## config.mk

```make
export PLATFORM = sky130hd
export DESIGN_NAME = hmf_ctrl
export DESIGN_NICKNAME = d
export VERILOG_FILES = /design/src/hdl/hmf_pkg.sv /design/src/hdl/hmf_ctrl.sv
export SDC_FILE = /design/constraint.sdc
export NUM_CORES = 1
export LEC_CHECK = 0
export ABC_AREA = 0
export BUFFER_PORTS_ARGS = -buffer_cell sky130_fd_sc_hd__buf_2
export CAP_MARGIN = 20
export CORE_UTILIZATION = 50
export CTS_CLUSTER_DIAMETER = 80
export CTS_CLUSTER_SIZE = 14
export DETAILED_ROUTE_END_ITERATION = 10
export PLACE_DENSITY = 0.77
export REMOVE_ABC_BUFFERS = 1
export SLEW_MARGIN = 20
export SYNTH_ARGS = -nofsm -noshare
export SYNTH_HDL_FRONTEND = slang
export SYNTH_SLANG_ARGS = --single-unit
```

## constraint.sdc

```tcl
create_clock -name clk -period 2.9 [get_ports clk]
set_input_delay 0.435 -clock clk [delete_from_list [all_inputs] [get_ports clk]]
set_output_delay 0.435 -clock clk [all_outputs]
set_load 0.01 [all_outputs]
```

## src/hdl/hmf_pkg.sv

```systemverilog
package hmf_pkg;

  localparam int BINS  = 16;
  localparam int BIN_W = 4;
  localparam int CNT_W = 16;
  localparam int PIX_W = 8;
  localparam int SUM_W = 20;
  localparam int RANK_W = 12;
  localparam int ROW_W = 13;

  typedef logic [BINS-1:0][CNT_W-1:0] hist_row_t;

  typedef enum logic [4:0] {
    OP_NONE,
    OP_LATCH,
    OP_STORE,
    OP_RD_REM,
    OP_RD_ADD,
    OP_RD_HIST,
    OP_UPD1,
    OP_UPD2,
    OP_INIT,
    OP_RANGE,
    OP_CSUM_START,
    OP_FSUM_START,
    OP_SUM_RUN,
    OP_CSCAN,
    OP_FSCAN,
    OP_EMIT,
    OP_ADV
  } dp_op_t;

  typedef struct packed {
    dp_op_t op;
    logic   fine;
  } dp_cmd_t;

  typedef struct packed {
    logic ignore;
    logic first_row;
    logic split_fine;
    logic init_end;
    logic emit_none;
    logic sum_done;
    logic scan_found;
    logic scan_end;
    logic out_free;
    logic run_end;
  } dp_status_t;

endpackage

```

## src/hdl/hmf_ctrl.sv

```systemverilog
module hmf_ctrl import hmf_pkg::*; (
  input  logic       clk,
  input  logic       rst,
  input  logic       in_valid,
  output logic       in_stall,
  output dp_cmd_t    cmd,
  input  dp_status_t status
);

  typedef enum logic [4:0] {
    S_IDLE,
    S_CHECK,
    S_RREM,
    S_RADD,
    S_HIST,
    S_UPD1,
    S_UPD2,
    S_INIT,
    S_RANGE,
    S_CINIT,
    S_CSUM,
    S_CSCAN,
    S_FINIT,
    S_FSUM,
    S_FSCAN,
    S_EMIT,
    S_ADV
  } state_t;

  state_t state;
  state_t state_next;

  assign in_stall = (state != S_IDLE);

  always_comb begin
    state_next = state;
    cmd.op     = OP_NONE;
    cmd.fine   = 1'b0;
    unique case (state)
      S_IDLE: begin
        if (in_valid) begin
          cmd.op     = OP_LATCH;
          state_next = S_CHECK;
        end
      end
      S_CHECK: begin
        cmd.op = OP_STORE;
        if (status.ignore) begin
          state_next = S_IDLE;
        end else if (status.first_row) begin
          state_next = S_INIT;
        end else begin
          state_next = S_RREM;
        end
      end
      S_RREM: begin
        cmd.op     = OP_RD_REM;
        state_next = S_RADD;
      end
      S_RADD: begin
        cmd.op     = OP_RD_ADD;
        state_next = S_HIST;
      end
      S_HIST: begin
        cmd.op     = OP_RD_HIST;
        state_next = S_UPD1;
      end
      S_UPD1: begin
        cmd.op     = OP_UPD1;
        state_next = status.split_fine ? S_UPD2 : S_RANGE;
      end
      S_UPD2: begin
        cmd.op     = OP_UPD2;
        state_next = S_RANGE;
      end
      S_INIT: begin
        cmd.op = OP_INIT;
        if (status.init_end) state_next = S_RANGE;
      end
      S_RANGE: begin
        cmd.op     = OP_RANGE;
        state_next = status.emit_none ? S_ADV : S_CINIT;
      end
      S_CINIT: begin
        cmd.op     = OP_CSUM_START;
        state_next = S_CSUM;
      end
      S_CSUM: begin
        cmd.op = OP_SUM_RUN;
        if (status.sum_done) state_next = S_CSCAN;
      end
      S_CSCAN: begin
        cmd.op = OP_CSCAN;
        if (status.scan_found) begin
          state_next = S_FINIT;
        end else if (status.scan_end) begin
          state_next = S_EMIT;
        end
      end
      S_FINIT: begin
        cmd.op     = OP_FSUM_START;
        cmd.fine   = 1'b1;
        state_next = S_FSUM;
      end
      S_FSUM: begin
        cmd.op   = OP_SUM_RUN;
        cmd.fine = 1'b1;
        if (status.sum_done) state_next = S_FSCAN;
      end
      S_FSCAN: begin
        cmd.op = OP_FSCAN;
        if (status.scan_found || status.scan_end) state_next = S_EMIT;
      end
      S_EMIT: begin
        cmd.op = OP_EMIT;
        if (status.out_free) state_next = status.run_end ? S_ADV : S_CINIT;
      end
      S_ADV: begin
        cmd.op     = OP_ADV;
        state_next = S_IDLE;
      end
      default: state_next = S_IDLE;
    endcase
  end

  always_ff @(posedge clk) begin
    if (rst) begin
      state <= S_IDLE;
    end else begin
      state <= state_next;
    end
  end

endmodule

```

After elaboration in Yosys (flattened, before gate mapping)
Cells that the tools add are included.
W data, S select, Z words.
{"block": "totals", "ff_bits": 5, "input_bits": 13, "memories": 0, "ram_bits": 0, "mem_bits_ro": 0, "latchBits": 0, "elab_cells": 47}
{"block": "op_classes", "n_reduce_logical": 6, "n_shift": 0, "mul": 0, "add_sub_neg": 0, "div_mod_pow": 0, "eq_ne": 23, "n_mux": 17, "magnitude_cmp": 0, "n_bitwise": 0}
{"cell": "$pmux W5 S16", "n": 2}
{"cell": "$mux W5", "n": 10}
{"cell": "$eq A5 B4 Y1 const B", "n": 8}
{"cell": "$eq A5 B3 Y1 const B", "n": 4}
{"cell": "$ne A2 B2 Y1 const B", "n": 6}
{"cell": "$eq A5 B2 Y1 const B", "n": 2}
{"cell": "$reduce_and A7 Y1", "n": 1}
{"cell": "$mux W3", "n": 2}
{"cell": "$eq A5 B1 Y1 const B", "n": 1}
{"cell": "$eq A5 B5 Y1 const B", "n": 1}
{"cell": "$logic_not A5 Y1", "n": 1}
{"cell": "$reduce_bool A5 Y1", "n": 1}
{"cell": "$mux W4", "n": 1}
{"cell": "$reduce_or A2 Y1", "n": 2}
{"cell": "$ne A3 B3 Y1 const B", "n": 1}
{"cell": "$mux W1", "n": 2}
{"cell": "$logic_or A1 B1 Y1", "n": 1}

Depth between registers and ports, before layout
{"block": "depth", "ltp_word": 3, "ltp_mapped": 7, "ltp_nobuf": 5}

Worst setup path before layout
No wires, ideal clock.
{"block": "synth_timing", "kind": "register to output", "from": "register state[1]", "to": "output cmd[1] in the netlist's numbering", "t_arrival_ns": 1.590, "t_required_ns": 2.465, "path_buffers": 2, "slack_ns": 0.875, "path_stages_with_launch": 7, "path_cell_list": "dfxtp_1 > buf_6 > clkbuf_1 > nor3_1 > nor2_1 > nor2_1 > a2111oi_0"}
{"item": "start, declared", "line_no": "hmf_ctrl.sv:30", "text": "state_t state;"}
{"item": "start signal, assigned", "line_no": "hmf_ctrl.sv:130", "text": "state <= state_next;"}
{"item": "end, declared", "line_no": "hmf_ctrl.sv:6", "text": "output dp_cmd_t cmd,"}

==> reports/results.tsv <==
metric	value	unit
Yosys cell types	46	
DIE HEIGHT	39.6	um
CP max FO	17	
top post-synthesis cells by count	7 x a21oi_1, 6 x nand2_1, 6 x nor2_1, 5 x dfxtp_1	
first-pass GRT wire length	2530	um
met2 WL post-DR	689	um
Maximum Capacitance Violations	0	
Worst-Margin Slew	0.758	ns
# setup viols final	0	
min cycle time layout	2.39	ns
routed vias/inst	6.10	
Area Growth Syn to Fin	12.0	%
WP data required	2.47	ns
crit path DAT	1.95	ns
Lkg Pwr	0.000290	uW
synth warn	0	
core area	1300	sq um
critical path capture point type	output pin	
final period utilization	82.3	%
met3 wire len	66	um
worst relative slew slack	49.4	%
Post-Syn Area per Cell	7.96	sq um
Initial Utilization	54.4	%
Seq/Total Area, Yosys	14.1	%
clock root buffer	clkbuf_4	
CTS Buf Count	3	
RSZ-0062 raised after global routing	no	
post-synth top area share	14.1	%
design area	793	sq um
Biggest register	state	
CTS tree	built	
detailed-route via count	720	
PwrDens	840	nW/um^2
final core occ	61.0	%
die width	39.6	um
crit path kind	reg2out	
Top Layer Used	met3	
Rows	13	
Yosys reg bits	5	
setup total negative slack	0	ns
IO Count	20	
max FFs per register	5	
maximum vdd drop	0.000394	V
routability cong.	0.829	
Post-Syn Area	708	sq um
Synth area leader	dfxtp_1	
hold path startpoint	rst	
remaining antenna violation count	0	
clock sink total	5	
CTS H-tree lvls	1	
Clock transition at path regs	0.04	ns
Max Root-Sink Buffers	2	
Tot GR Track Use	22.9	%
Peak Freq	419	MHz
vias in the first global route	612	
# nets final	117	
fin. max-slew vios	0	
diode count	0	
largest net degree at the start of global routing	24	
share of cells above drive strength 1	33.0	%
worst-case clock skew	0.00289	ns
CP Launch Type	flip-flop	
met1 WL	851	um
final hold vios	0	
hold_ws	0.447	ns
most instantiated library cell after synthesis	a21oi_1	
post-synthesis instance total	89	
Detailed Place HPWL	1130	um
largest registers	state: 5 flops	
drc violations	0	
# port buffers	19	
full die area	1570	sq um
Pre-Repair DR Iteration Count	4	
main area contributors after synthesis	dfxtp_1 14%, a21oi_1 4.9%, nor2b_4 3.9%	
DR iter-0 viols	10	
Post-CTS Setup Inserts	0	
WL/cell	13.6	um
Post-Place Cell Area	767	sq um
Hold-fix buffers, CTS	0	
Post-synth top flop	dfxtp_1	
crit path from	state[0]	
Worst-Skew Late Latency	0.24	ns
Post-synth EDFFs	0	
initial antenna violation count	0	
RR Startpoint	state[3]	
status	completed	
grt ovf	0	
asr flop ratio synth	0	%
Routed Wire Length	1610	um
CTS resizes	0	
Hold WC Path Type	in2reg	
kinds of logic (layout without fill, tap and decap cells):
logic type                Yosys count  count (layout)  share of synthesized area [%]
AOI/OAI and AO/OA                  35              35                           38.5
and+or+nand+nor                    33              33                           31.6
buffers and inverters              12              26                           9.36
DFF                                 5               5                           14.1
muxes                               3               3                           5.12
xor gates and xnor gates            1               1                           1.24
layout by cell type (no fill, tap or decap), types with 3 or more instances in the layout:
cell type  Yosys  routed
dfxtp_1        5       5
nor2b_1        4       4
inv_1          3       3
clkbuf_4       0       3
a21oi_1        7       7
nor2_1         6       6
buf_2          2      19
nand2_1        6       6
o21ai_0        4       4
routing by layer:
layer	up-vias	global-route usage, %
li1	375	-
met5	-	0
met2	21	37.7
met1	324	31.2
met4	0	3.45
met3	0	3.98
area by class of cell:
class / instances / area, sq um
clock buffer: 4 / 26.3
fill: 116 / 508
multi-input combinational: 72 / 542
tap: 15 / 18.8
inverter: 3 / 11.3
timing repair buffer: 19 / 95.1
sequential: 5 / 100
metrics by stage:
step	worst slack [ns]	total power, uW	instances
after global placement	0.837	577	114
after detailed placement	0.802	584	114
after floorplan	0.854	472	80
after global routing	0.346	722	118
final	0.514	666	118
after CTS	0.540	665	118
critical path, cell delays in order (launching register included):
cell and delay, ns:
dfxtp_1 0.72, nor2b_4 0.34, mux2_2 0.36, a21oi_1 0.13, buf_2 0.15
power breakdown:
group          internal [uW]  switching (uW)  total (uW)
sequential              86.0            91.2         177
combinational            217             190         407
clock                   52.1            29.5        81.6
path summary, 6_finish.rpt:
kind / slack [ns] / cells after the start / end
max: 0.51 / 4 / cmd[2]
min: 0.45 / 2 / state[2]
max reg2reg: 0.80 / 5 / state[3]
min reg2reg: 0.83 / 2 / state[3]
Power figures use the tool's default switching activity.
